$ cat config.mk
export PLATFORM = sky130hd
export DESIGN_NAME = valid_region_box_check_unit
export DESIGN_NICKNAME = d
export VERILOG_FILES = /design/src/rtl/vrbc_pkg.sv /design/src/rtl/vrbc_ctrl.sv /design/src/rtl/vrbc_datapath.sv /design/src/rtl/valid_region_box_check_unit.sv
export SDC_FILE = /design/constraint.sdc
export NUM_CORES = 2
export LEC_CHECK = 0
export CORE_ASPECT_RATIO = 0.5
export CORE_MARGIN = 1.5
export CORE_UTILIZATION = 70
export CTS_CLUSTER_DIAMETER = 60
export DETAILED_ROUTE_END_ITERATION = 10
export DONT_BUFFER_PORTS = 1
export PLACE_DENSITY_LB_ADDON = 0.25
export SLEW_MARGIN = 40
export SYNTH_ARGS = -nofsm -noshare
export SYNTH_HDL_FRONTEND = slang
export SYNTH_SLANG_ARGS = --single-unit
$ cat constraint.sdc
create_clock -name clk_i -period 12.17 [get_ports clk_i]
set_input_delay 1.217 -clock clk_i [delete_from_list [all_inputs] [get_ports clk_i]]
set_output_delay 1.217 -clock clk_i [all_outputs]
set_load 0.01 [all_outputs]
$ cat src/rtl/vrbc_pkg.sv
`default_nettype none

package vrbc_pkg;

  // Fixed field widths of the block's ports and of the valid-cell count.
  localparam int unsigned AXIS_W     = 2;
  localparam int unsigned EXT_W      = 11;
  localparam int unsigned VAL_W      = 8;
  localparam int unsigned BOX_W      = 11;
  localparam int unsigned CNT_W      = 31;
  localparam int unsigned CFG_IDX_W  = 3;
  localparam int unsigned CFG_DATA_W = 11;

  // The volume product: two box widths, then a third.
  localparam int unsigned PAIR_W = 2 * BOX_W;
  localparam int unsigned VOL_W  = 3 * BOX_W;

  localparam int unsigned DEF_MAX_EXTENT = 1024;

  // Register values after reset.
  localparam logic [AXIS_W-1:0] AXIS_RST   = 2'd3;
  localparam logic [EXT_W-1:0]  EXTENT_RST = 11'd1;
  localparam logic [VAL_W-1:0]  KEEP_RST   = 8'd0;

  // Box corner reported when no cell of the grid is valid.
  localparam logic [BOX_W-1:0] BOX_NONE = '1;

  typedef enum logic [CFG_IDX_W-1:0] {
    REG_AXIS_COUNT = 3'd0,
    REG_EXTENT_X   = 3'd1,
    REG_EXTENT_Y   = 3'd2,
    REG_EXTENT_Z   = 3'd3,
    REG_KEEP_LOW   = 3'd4,
    REG_KEEP_HIGH  = 3'd5
  } cfg_reg_e;

  // Commands from the controller to the datapath.
  typedef struct packed {
    logic step;   // a cell request is taken this cycle
    logic snap;   // capture the finished grid, clear the accumulators
    logic mul1;   // first volume product stage
    logic mul2;   // second volume product stage
    logic load;   // load the result register
  } vrbc_cmd_t;

  // Status from the datapath to the controller.
  typedef struct packed {
    logic last_cell;  // the cell at the current position closes the grid
  } vrbc_sts_t;

endpackage

`default_nettype wire

$ cat src/rtl/vrbc_ctrl.sv
`default_nettype none

module vrbc_ctrl
  import vrbc_pkg::*;
(
  input  wire logic      clk_i,
  input  wire logic      rst_ni,
  input  wire logic      in_valid_i,
  output logic           in_stall_o,
  output logic           out_valid_o,
  input  wire logic      out_stall_i,
  input  wire vrbc_sts_t sts_i,
  output vrbc_cmd_t      cmd_o
);

  typedef enum logic [4:0] {
    ST_RUN  = 5'b00001,
    ST_SNAP = 5'b00010,
    ST_MUL1 = 5'b00100,
    ST_MUL2 = 5'b01000,
    ST_DONE = 5'b10000
  } state_e;

  state_e state_q, state_d;
  logic   out_valid_q, out_valid_d;
  logic   slot_free;

  assign slot_free = !out_valid_q || !out_stall_i;

  always_comb begin
    state_d = state_q;
    cmd_o   = '0;
    case (state_q)
      ST_RUN: begin
        cmd_o.step = in_valid_i;
        if (in_valid_i && sts_i.last_cell) begin
          state_d = ST_SNAP;
        end
      end
      ST_SNAP: begin
        cmd_o.snap = 1'b1;
        state_d    = ST_MUL1;
      end
      ST_MUL1: begin
        cmd_o.mul1 = 1'b1;
        state_d    = ST_MUL2;
      end
      ST_MUL2: begin
        cmd_o.mul2 = 1'b1;
        state_d    = ST_DONE;
      end
      ST_DONE: begin
        if (slot_free) begin
          cmd_o.load = 1'b1;
          state_d    = ST_RUN;
        end
      end
      default: begin
        state_d = ST_RUN;
      end
    endcase
  end

  always_comb begin
    if (cmd_o.load) begin
      out_valid_d = 1'b1;
    end else begin
      out_valid_d = out_valid_q && out_stall_i;
    end
  end

  always_ff @(posedge clk_i or negedge rst_ni) begin
    if (!rst_ni) begin
      state_q     <= ST_RUN;
      out_valid_q <= 1'b0;
    end else begin
      state_q     <= state_d;
      out_valid_q <= out_valid_d;
    end
  end

  assign in_stall_o  = (state_q != ST_RUN);
  assign out_valid_o = out_valid_q;

  // The request that closes a grid is followed by a stalled input.
  a_stall_after_last: assert property (@(posedge clk_i) disable iff (!rst_ni)
    (in_valid_i && !in_stall_o && sts_i.last_cell) |=> in_stall_o)
    else $error("input not stalled after the last cell of a grid");

  // A new result only appears out of the result state.
  a_result_from_done: assert property (@(posedge clk_i) disable iff (!rst_ni)
    $rose(out_valid_o) |-> $past(state_q == ST_DONE))
    else $error("result valid raised outside the result state");

endmodule

`default_nettype wire

$ cat src/rtl/vrbc_datapath.sv
`default_nettype none

module vrbc_datapath
  import vrbc_pkg::*;
#(
  parameter int unsigned MAX_EXTENT = DEF_MAX_EXTENT
) (
  input  wire logic                   clk_i,
  input  wire logic                   rst_ni,
  input  wire logic                   cfg_we_i,
  input  wire logic [CFG_IDX_W-1:0]   cfg_index_i,
  input  wire logic [CFG_DATA_W-1:0]  cfg_data_i,
  input  wire logic [VAL_W-1:0]       ghost_value_i,
  input  wire vrbc_cmd_t              cmd_i,
  output vrbc_sts_t                   sts_o,
  output logic                        strip_ok_o,
  output logic                        strip_needed_o,
  output logic signed [BOX_W-1:0]     box_min_x_o,
  output logic signed [BOX_W-1:0]     box_max_x_o,
  output logic signed [BOX_W-1:0]     box_min_y_o,
  output logic signed [BOX_W-1:0]     box_max_y_o,
  output logic signed [BOX_W-1:0]     box_min_z_o,
  output logic signed [BOX_W-1:0]     box_max_z_o
);

  localparam int unsigned CW = (MAX_EXTENT > 1) ? $clog2(MAX_EXTENT) : 1;

  // Configuration registers.
  logic [AXIS_W-1:0] axis_count_q;
  logic [EXT_W-1:0]  extent_q [3];
  logic [VAL_W-1:0]  keep_low_q, keep_high_q;

  // Grid walk and accumulators.
  logic [CW-1:0]     pos_q [3];
  logic [CW-1:0]     pos_d [3];
  logic [CW-1:0]     low_q [3];
  logic [CW-1:0]     low_d [3];
  logic [CW-1:0]     high_q [3];
  logic [CW-1:0]     high_d [3];
  logic              any_q, any_d;
  logic [CNT_W-1:0]  total_q, total_d;

  // Snapshot of a finished grid and the volume product.
  logic [BOX_W-1:0]  wid_q [3];
  logic [BOX_W-1:0]  box_lo_q [3];
  logic [BOX_W-1:0]  box_hi_q [3];
  logic              mism_q;
  logic [CNT_W-1:0]  snap_total_q;
  logic [PAIR_W-1:0] pair_q;
  logic [VOL_W-1:0]  vol_q;

  logic              can_q, should_q;
  logic [BOX_W-1:0]  out_lo_q [3];
  logic [BOX_W-1:0]  out_hi_q [3];

  logic [AXIS_W-1:0] axes;
  logic              act [3];
  logic [EXT_W-1:0]  ext_eff [3];
  logic [CW-1:0]     coord [3];
  logic              last [3];
  logic              hit;
  logic [BOX_W-1:0]  wid_d [3];
  logic              mism_d;
  logic              can_d;

  function automatic logic [EXT_W-1:0] clamp_extent(input logic [EXT_W-1:0] e);
    logic [EXT_W-1:0] r;
    if (e == '0) begin
      r = EXT_W'(1);
    end else if (32'(e) > 32'(MAX_EXTENT)) begin
      r = EXT_W'(MAX_EXTENT);
    end else begin
      r = e;
    end
    return r;
  endfunction

  // Configuration writes.
  always_ff @(posedge clk_i or negedge rst_ni) begin
    if (!rst_ni) begin
      axis_count_q <= AXIS_RST;
      extent_q[0]  <= EXTENT_RST;
      extent_q[1]  <= EXTENT_RST;
      extent_q[2]  <= EXTENT_RST;
      keep_low_q   <= KEEP_RST;
      keep_high_q  <= KEEP_RST;
    end else if (cfg_we_i) begin
      case (cfg_reg_e'(cfg_index_i))
        REG_AXIS_COUNT: axis_count_q <= cfg_data_i[AXIS_W-1:0];
        REG_EXTENT_X:   extent_q[0]  <= cfg_data_i;
        REG_EXTENT_Y:   extent_q[1]  <= cfg_data_i;
        REG_EXTENT_Z:   extent_q[2]  <= cfg_data_i;
        REG_KEEP_LOW:   keep_low_q   <= cfg_data_i[VAL_W-1:0];
        REG_KEEP_HIGH:  keep_high_q  <= cfg_data_i[VAL_W-1:0];
        default: begin
        end
      endcase
    end
  end

  // Active axes, effective extents and the current cell position.
  assign axes   = (axis_count_q == '0) ? AXIS_W'(1) : axis_count_q;
  assign act[0] = 1'b1;
  assign act[1] = (axes >= AXIS_W'(2));
  assign act[2] = (axes == AXIS_W'(3));

  always_comb begin
    for (int i = 0; i < 3; i++) begin
      ext_eff[i] = act[i] ? clamp_extent(extent_q[i]) : EXT_W'(1);
      coord[i]   = act[i] ? pos_q[i] : '0;
      last[i]    = (32'(coord[i]) + 32'd1) >= 32'(ext_eff[i]);
    end
  end

  assign hit             = (ghost_value_i >= keep_low_q) && (ghost_value_i <= keep_high_q);
  assign sts_o.last_cell = last[0] && last[1] && last[2];

  // Accumulator and position update.
  always_comb begin
    pos_d   = pos_q;
    low_d   = low_q;
    high_d  = high_q;
    any_d   = any_q;
    total_d = total_q;
    if (cmd_i.step) begin
      if (hit) begin
        for (int i = 0; i < 3; i++) begin
          if (!any_q || (coord[i] < low_q[i])) begin
            low_d[i] = coord[i];
          end
          if (!any_q || (coord[i] > high_q[i])) begin
            high_d[i] = coord[i];
          end
        end
        any_d   = 1'b1;
        total_d = total_q + CNT_W'(1);
      end
      if (sts_o.last_cell) begin
        pos_d[0] = '0;
        pos_d[1] = '0;
        pos_d[2] = '0;
      end else if (!last[0]) begin
        pos_d[0] = coord[0] + CW'(1);
      end else begin
        pos_d[0] = '0;
        if (!last[1]) begin
          pos_d[1] = coord[1] + CW'(1);
        end else begin
          pos_d[1] = '0;
          pos_d[2] = coord[2] + CW'(1);
        end
      end
    end else if (cmd_i.snap) begin
      any_d   = 1'b0;
      total_d = '0;
    end
  end

  always_ff @(posedge clk_i or negedge rst_ni) begin
    if (!rst_ni) begin
      pos_q[0] <= '0;
      pos_q[1] <= '0;
      pos_q[2] <= '0;
      any_q    <= 1'b0;
      total_q  <= '0;
    end else begin
      pos_q   <= pos_d;
      any_q   <= any_d;
      total_q <= total_d;
    end
  end

  always_ff @(posedge clk_i) begin
    low_q  <= low_d;
    high_q <= high_d;
  end

  // Box widths of the finished grid; an empty grid has width one.
  always_comb begin
    mism_d = 1'b0;
    for (int i = 0; i < 3; i++) begin
      if (act[i] && any_q) begin
        wid_d[i] = BOX_W'(32'(high_q[i]) - 32'(low_q[i]) + 32'd1);
      end else begin
        wid_d[i] = BOX_W'(1);
      end
      if (act[i] && (ext_eff[i] != wid_d[i])) begin
        mism_d = 1'b1;
      end
    end
  end

  assign can_d = (snap_total_q == '0) || (VOL_W'(snap_total_q) == vol_q);

  always_ff @(posedge clk_i) begin
    if (cmd_i.snap) begin
      for (int i = 0; i < 3; i++) begin
        wid_q[i] <= wid_d[i];
        if (!act[i]) begin
          box_lo_q[i] <= '0;
          box_hi_q[i] <= '0;
        end else if (!any_q) begin
          box_lo_q[i] <= BOX_NONE;
          box_hi_q[i] <= BOX_NONE;
        end else begin
          box_lo_q[i] <= BOX_W'(32'(low_q[i]));
          box_hi_q[i] <= BOX_W'(32'(high_q[i]));
        end
      end
      mism_q       <= mism_d;
      snap_total_q <= total_q;
    end
    if (cmd_i.mul1) begin
      pair_q <= PAIR_W'(wid_q[0]) * PAIR_W'(wid_q[1]);
    end
    if (cmd_i.mul2) begin
      vol_q <= VOL_W'(pair_q) * VOL_W'(wid_q[2]);
    end
    if (cmd_i.load) begin
      can_q    <= can_d;
      should_q <= !can_d || mism_q;
      out_lo_q <= box_lo_q;
      out_hi_q <= box_hi_q;
    end
  end

  assign strip_ok_o     = can_q;
  assign strip_needed_o = should_q;
  assign box_min_x_o    = out_lo_q[0];
  assign box_max_x_o    = out_hi_q[0];
  assign box_min_y_o    = out_lo_q[1];
  assign box_max_y_o    = out_hi_q[1];
  assign box_min_z_o    = out_lo_q[2];
  assign box_max_z_o    = out_hi_q[2];

  // The box of the valid cells never turns inside out.
  a_corner_order: assert property (@(posedge clk_i) disable iff (!rst_ni)
    any_q |-> ((low_q[0] <= high_q[0]) && (low_q[1] <= high_q[1])
               && (low_q[2] <= high_q[2])))
    else $error("box corners out of order");

  // A grid without counted cells can always be stripped.
  a_empty_can_strip: assert property (@(posedge clk_i) disable iff (!rst_ni)
    (cmd_i.load && (snap_total_q == '0)) |=> can_q)
    else $error("empty count gave strip_ok low");

  // The accumulators start empty after a grid is captured.
  a_clear_after_snap: assert property (@(posedge clk_i) disable iff (!rst_ni)
    cmd_i.snap |=> (!any_q && (total_q == '0)))
    else $error("accumulators not cleared after capture");

endmodule

`default_nettype wire

$ cat src/rtl/valid_region_box_check_unit.sv
// Valid-region box check. Cell ghost markers arrive one request per cell in
// raster order with x fastest, over a grid of one to three axes set by the
// axis_count and extent registers. A cell is valid when keep_low <= marker
// <= keep_high. The unit tracks the cell position with counters, keeps the
// bounding box and the count of valid cells, and after the last cell of the
// grid delivers one result request: strip_ok is high when the valid count
// fills the box volume or is zero, strip_needed is high when strip_ok is
// low or a box width differs from an active extent, and the box corners
// read -1 when no cell was valid and 0 on unused axes. Cells are taken back
// to back while the input is not stalled. After the last cell of a grid the
// input stalls through capture, two registered multiplier stages for the box
// volume and result, and longer while the previous result is stalled in the
// output register, which holds a finished result while the next grid streams
// in. Registers are to be written only while the unit is idle, which the unit
// does not enforce; a write takes effect once the register has captured it.

`default_nettype none

module valid_region_box_check_unit
  import vrbc_pkg::*;
#(
  parameter int unsigned MAX_EXTENT = DEF_MAX_EXTENT
) (
  input  wire logic                  clk_i,
  input  wire logic                  rst_ni,

  // Register write port.
  input  wire logic                  cfg_we_i,
  input  wire logic [CFG_IDX_W-1:0]  cfg_index_i,
  input  wire logic [CFG_DATA_W-1:0] cfg_data_i,

  // Cell request channel.
  input  wire logic                  in_valid_i,
  output logic                       in_stall_o,
  input  wire logic [VAL_W-1:0]      ghost_value_i,

  // Result request channel.
  output logic                       out_valid_o,
  input  wire logic                  out_stall_i,
  output logic                       strip_ok_o,
  output logic                       strip_needed_o,
  output logic signed [BOX_W-1:0]    box_min_x_o,
  output logic signed [BOX_W-1:0]    box_max_x_o,
  output logic signed [BOX_W-1:0]    box_min_y_o,
  output logic signed [BOX_W-1:0]    box_max_y_o,
  output logic signed [BOX_W-1:0]    box_min_z_o,
  output logic signed [BOX_W-1:0]    box_max_z_o
);

  vrbc_cmd_t cmd;
  vrbc_sts_t sts;

  // The controller sequences the grid walk and the end-of-grid steps.
  vrbc_ctrl u_ctrl (
    .clk_i       (clk_i),
    .rst_ni      (rst_ni),
    .in_valid_i  (in_valid_i),
    .in_stall_o  (in_stall_o),
    .out_valid_o (out_valid_o),
    .out_stall_i (out_stall_i),
    .sts_i       (sts),
    .cmd_o       (cmd)
  );

  // The datapath holds the registers, the counters, the box and the volume
  // multiplier.
  vrbc_datapath #(
    .MAX_EXTENT (MAX_EXTENT)
  ) u_datapath (
    .clk_i          (clk_i),
    .rst_ni         (rst_ni),
    .cfg_we_i       (cfg_we_i),
    .cfg_index_i    (cfg_index_i),
    .cfg_data_i     (cfg_data_i),
    .ghost_value_i  (ghost_value_i),
    .cmd_i          (cmd),
    .sts_o          (sts),
    .strip_ok_o     (strip_ok_o),
    .strip_needed_o (strip_needed_o),
    .box_min_x_o    (box_min_x_o),
    .box_max_x_o    (box_max_x_o),
    .box_min_y_o    (box_min_y_o),
    .box_max_y_o    (box_max_y_o),
    .box_min_z_o    (box_min_z_o),
    .box_max_z_o    (box_max_z_o)
  );

endmodule

`default_nettype wire
==> results_dict.tcl <==
set metrics [dict create \
    via_count 22920 \
    dp_cells 3604 \
    post_cts_resized 0 \
    floorplan.initialDensity_pct 71.83 \
    synth_warnings 0 \
    cts.hold.buffers_added 0 \
    p_switching_mw 1.007 \
    clock_insertion_delay_worst_skew_ns 0.58 \
    worst-endpoint-required_ns 12.58 \
    category_of_the_most_critical_setup_path "register to register" \
    antenna_found_initial 1 \
    timing.critical_path.cells "nand2_1 -> fa_1 -> fa_1 -> fa_1 -> inv_1 -> fa_1 -> inv_1 -> fa_1 -> inv_1 -> ha_1 -> nor3_1 -> nor3_2 -> o211a_1 -> o211ai_1 -> a21oi_1 -> o21ai_1 -> or4_1 -> o2111ai_1" \
    grt_pass1_vias 23213 \
    comb_power_share_pct 15.2 \
    postCtsSetupRepairBufs 0 \
    crit_fanout 22 \
    drt_first_pass_iters 7 \
    netlist-cell-type-count 82 \
    reg2reg_slack_ns 5.97 \
    final_report_max_slew_violation_count 0 \
    endpoint_kind "register" \
    critical-path-slowest-cell "sky130_fd_sc_hd__edfxtp_1" \
    clock_power_share_pct 37.1 \
    placed_area_um2 33250 \
    ff2ff_path_depth 18 \
    grt_pass1_wl_mm 123.2 \
    syn-num-nets 3678 \
    cp_slowest_stage_delay_ns 0.90 \
    hold_viol 0 \
    clock_skew_ns 0.04978 \
    setup_tns_ns 0 \
    clk_transition_reported_paths_ns 0.07 \
    die_area_um2 48270 \
    cts.htree.levels 2 \
    grt_setup_unrepaired "false" \
    power_per_cell_area_nw_per_um2 104.3 \
    met1_usage_pct 45.76 \
    sequential_area_share_after_synthesis_pct 37.28 \
    setup_viol 0 \
    totalWireLength_mm 75.90 \
    die-height_um 156.1 \
    detail_route.vias_per_cell 6.223 \
    drc 0 \
    max-slew-margin-rel_pct 42.92 \
    grt_util_all_layers_pct 32.63 \
    place_hpwl_mm 57.26 \
    cts_buffer_depth 3 \
    start_kind "register" \
    finish.net_count 3609 \
    post_route_cells_drive_above_1_share_pct 5.697 \
    fillCellCount 3001 \
    syn_inst 3091 \
    worst_hold_path_type "input port to async pin" \
    tritoncts "done" \
    total_power_mw 3.622 \
    layout_worst_path_cycle_share_pct 50.94 \
    finalWeightedCongestion 0.9334 \
    maxCapViolCount 0 \
    area_of_the_mapped_netlist_um2 32820 \
    post_layout_nonfiller_instances 3683 \
    rows 55 \
    buffer_ports.inserted 0 \
    maximum_number_of_pins_on_one_net_before_global_route_repair 120 \
    synth_largest_type_area_fraction_pct 28.18 \
    synth_area_leader_cell "sky130_fd_sc_hd__edfxtp_1" \
    avgSynthCellArea_um2 10.62 \
    tightest_slew_ns 0.8543 \
    core_um2 45690 \
    cts-root-buf "sky130_fd_sc_hd__clkbuf_16" \
    cellLeakagePower_nw 15.78 \
    routedWlPerCell_um 20.61 \
    outcome "finished clean" \
    initialDrtViolationCount 2249 \
    asyncSetResetFlopFracSynth_pct 27.87 \
    ys.flop_type "sky130_fd_sc_hd__edfxtp_1" \
    arrival_ns 6.61 \
    num_io_pins 97 \
    cp_common_cell "sky130_fd_sc_hd__fa_1" \
    grt.met2_usage_pct 52.28 \
    min_period_ns 6.199 \
    finish.instance_area_um2 34720 \
    clock.fmax_mhz 161.3 \
    cts.sinks 427 \
    switching_share_pct 27.81 \
    multiInputGateArea_um2 18500 \
    final-seq-area_um2 12240 \
    internal-power_mw 2.615 \
    register_share_of_total_power_pct 47.6 \
    met3_usage_pct 6.194 \
    synth_area_leaders "sky130_fd_sc_hd__edfxtp_1 (28%), sky130_fd_sc_hd__fa_1 (16%), sky130_fd_sc_hd__ha_1 (11%)" \
    drtAntennaViolNets 0 \
    final_global_route_overflow_total 0 \
    max-vdd-ir-drop_mv 0.1253 \
    synth_enable_flop_cells 308 \
    ys_seq_elements 427 \
    area.growth.synth_to_final_pct 5.779 \
    fp.dieW_um 309.2 \
    globalRoute.busiestLayer "met2" \
    tritoncts.num_buffers 40 \
]
-- sequential cells by signal (all words and copies together), names as in the netlist, 30 cells and up --
signal                   cells
u_datapath.box_hi_q         33
u_datapath.box_lo_q         30
u_datapath.extent_q         33
u_datapath.high_q           30
u_datapath.low_q            30
u_datapath.snap_total_q     31
u_datapath.total_q          31
u_datapath.vol_q            33
u_datapath.wid_q            33
-- power by group through the flow --
stage	sequential, mW	clock (mW)	combinational, mW
after floorplan	1.72	0	0.398
after global placement	1.75	0	0.511
after detailed placement	1.75	0	0.532
after CTS	1.72	1.36	0.540
after global routing	1.73	1.41	0.603
final	1.73	1.34	0.552
-- stage by stage --
step | utilization (%) | setup slack [ns] | hold slack (ns)
floorplan | - | 6.705 | 0.4003
global placement | 72.63 | 6.144 | 0.4023
detailed placement | 72.77 | 6.067 | 0.4045
CTS | 75.89 | 6.065 | 0.3172
global route | 75.97 | 5.762 | 0.3278
finish | 75.98 | 5.971 | 0.3523
-- cells in the final DEF (no fill, tap or decap), drive strengths merged, types with 36 or more instances in the layout --
cell type	count
a21o	62
a21oi	68
and2	167
and3	36
clkbuf	52
dfrtp	113
edfxtp	308
fa	262
ha	298
inv	434
mux2	44
nand2	372
nand3	53
nor2	79
o21ai	86
xnor2	57
xor2	66
-- worst paths after layout --
path	startpoint	end
max	u_datapath.wid_q[0][26]$_DFFE_PP_	u_datapath.vol_q[31]$_DFFE_PP_
min	rst_ni	u_datapath.coord[22]$_DFFE_PN0P_
max reg2reg	u_datapath.wid_q[0][26]$_DFFE_PP_	u_datapath.vol_q[31]$_DFFE_PP_
min reg2reg	u_datapath.box_hi_q[16]$_SDFFCE_PP0P_	u_datapath.box_max_y_o[5]$_DFFE_PP_
max in group asynchronous	rst_ni	u_datapath.total_q[30]$_DFFE_PN0P_
min in group clk_i	u_datapath.box_hi_q[16]$_SDFFCE_PP0P_	u_datapath.box_max_y_o[5]$_DFFE_PP_
-- synthesized netlist by cell type, drive strengths merged, types with 7 or more instances --
cell type	number
o211ai	19
nand2	372
clkbuf	105
edfxtp	308
nor4	29
a31oi	10
a2111oi	7
and2	167
nor2b	16
a21boi	24
nor2	79
mux2i	17
o31ai	13
dfrtp	113
mux2	44
nand4b	12
o21ai	86
and3	36
inv	429
a21oi	68
buf	22
or3	13
nand4	28
a211oi	16
o21a	33
a22o	22
a211o	8
or2	13
o2111ai	8
or4	7
fa	262
a21o	62
xor2	66
xnor2	57
nor3	33
nor3b	11
ha	298
nand3b	17
nand2b	28
nand3	53
-- critical path, delay by kind of cell (launching register included) --
kind	cells	cell delay [ns]
fa+ha+maj	6	2.96
simple gates	4	1.07
compound gates	5	0.96
flops	1	0.90
buf+inv	3	0.16
-- layer usage --
layer / up-vias / share of wire, %
met1: 11407 / 42
met4: 0 / 2.9
met3: 174 / 9.2
met5: - / 0
met2: 1003 / 46
li1: 10336 / -
-- kinds of logic after synthesis --
kind of cell               after synthesis  synth area share [%]
adders and majority gates              560                 27.34
muxes                                   61                 2.028
and+or+nand+nor                        936                 14.58
xor gates and xnor gates               123                 3.282
AOI/OAI and AO/OA                      428                 8.986
DFF                                    427                 37.28
buffers and inverters                  556                 6.508
-- area by class of cell --
cell class / instances / area share, %
multi-input combinational: 2108 / 53.29
sequential: 427 / 35.24
inverter: 429 / 4.653
clock buffer: 52 / 3.319
tap: 627 / 2.260
clock inverter: 22 / 0.7893
timing repair buffer: 16 / 0.4325
antenna: 2 / 0.01442
No activity file was read; power rests on OpenSTA's default activity.
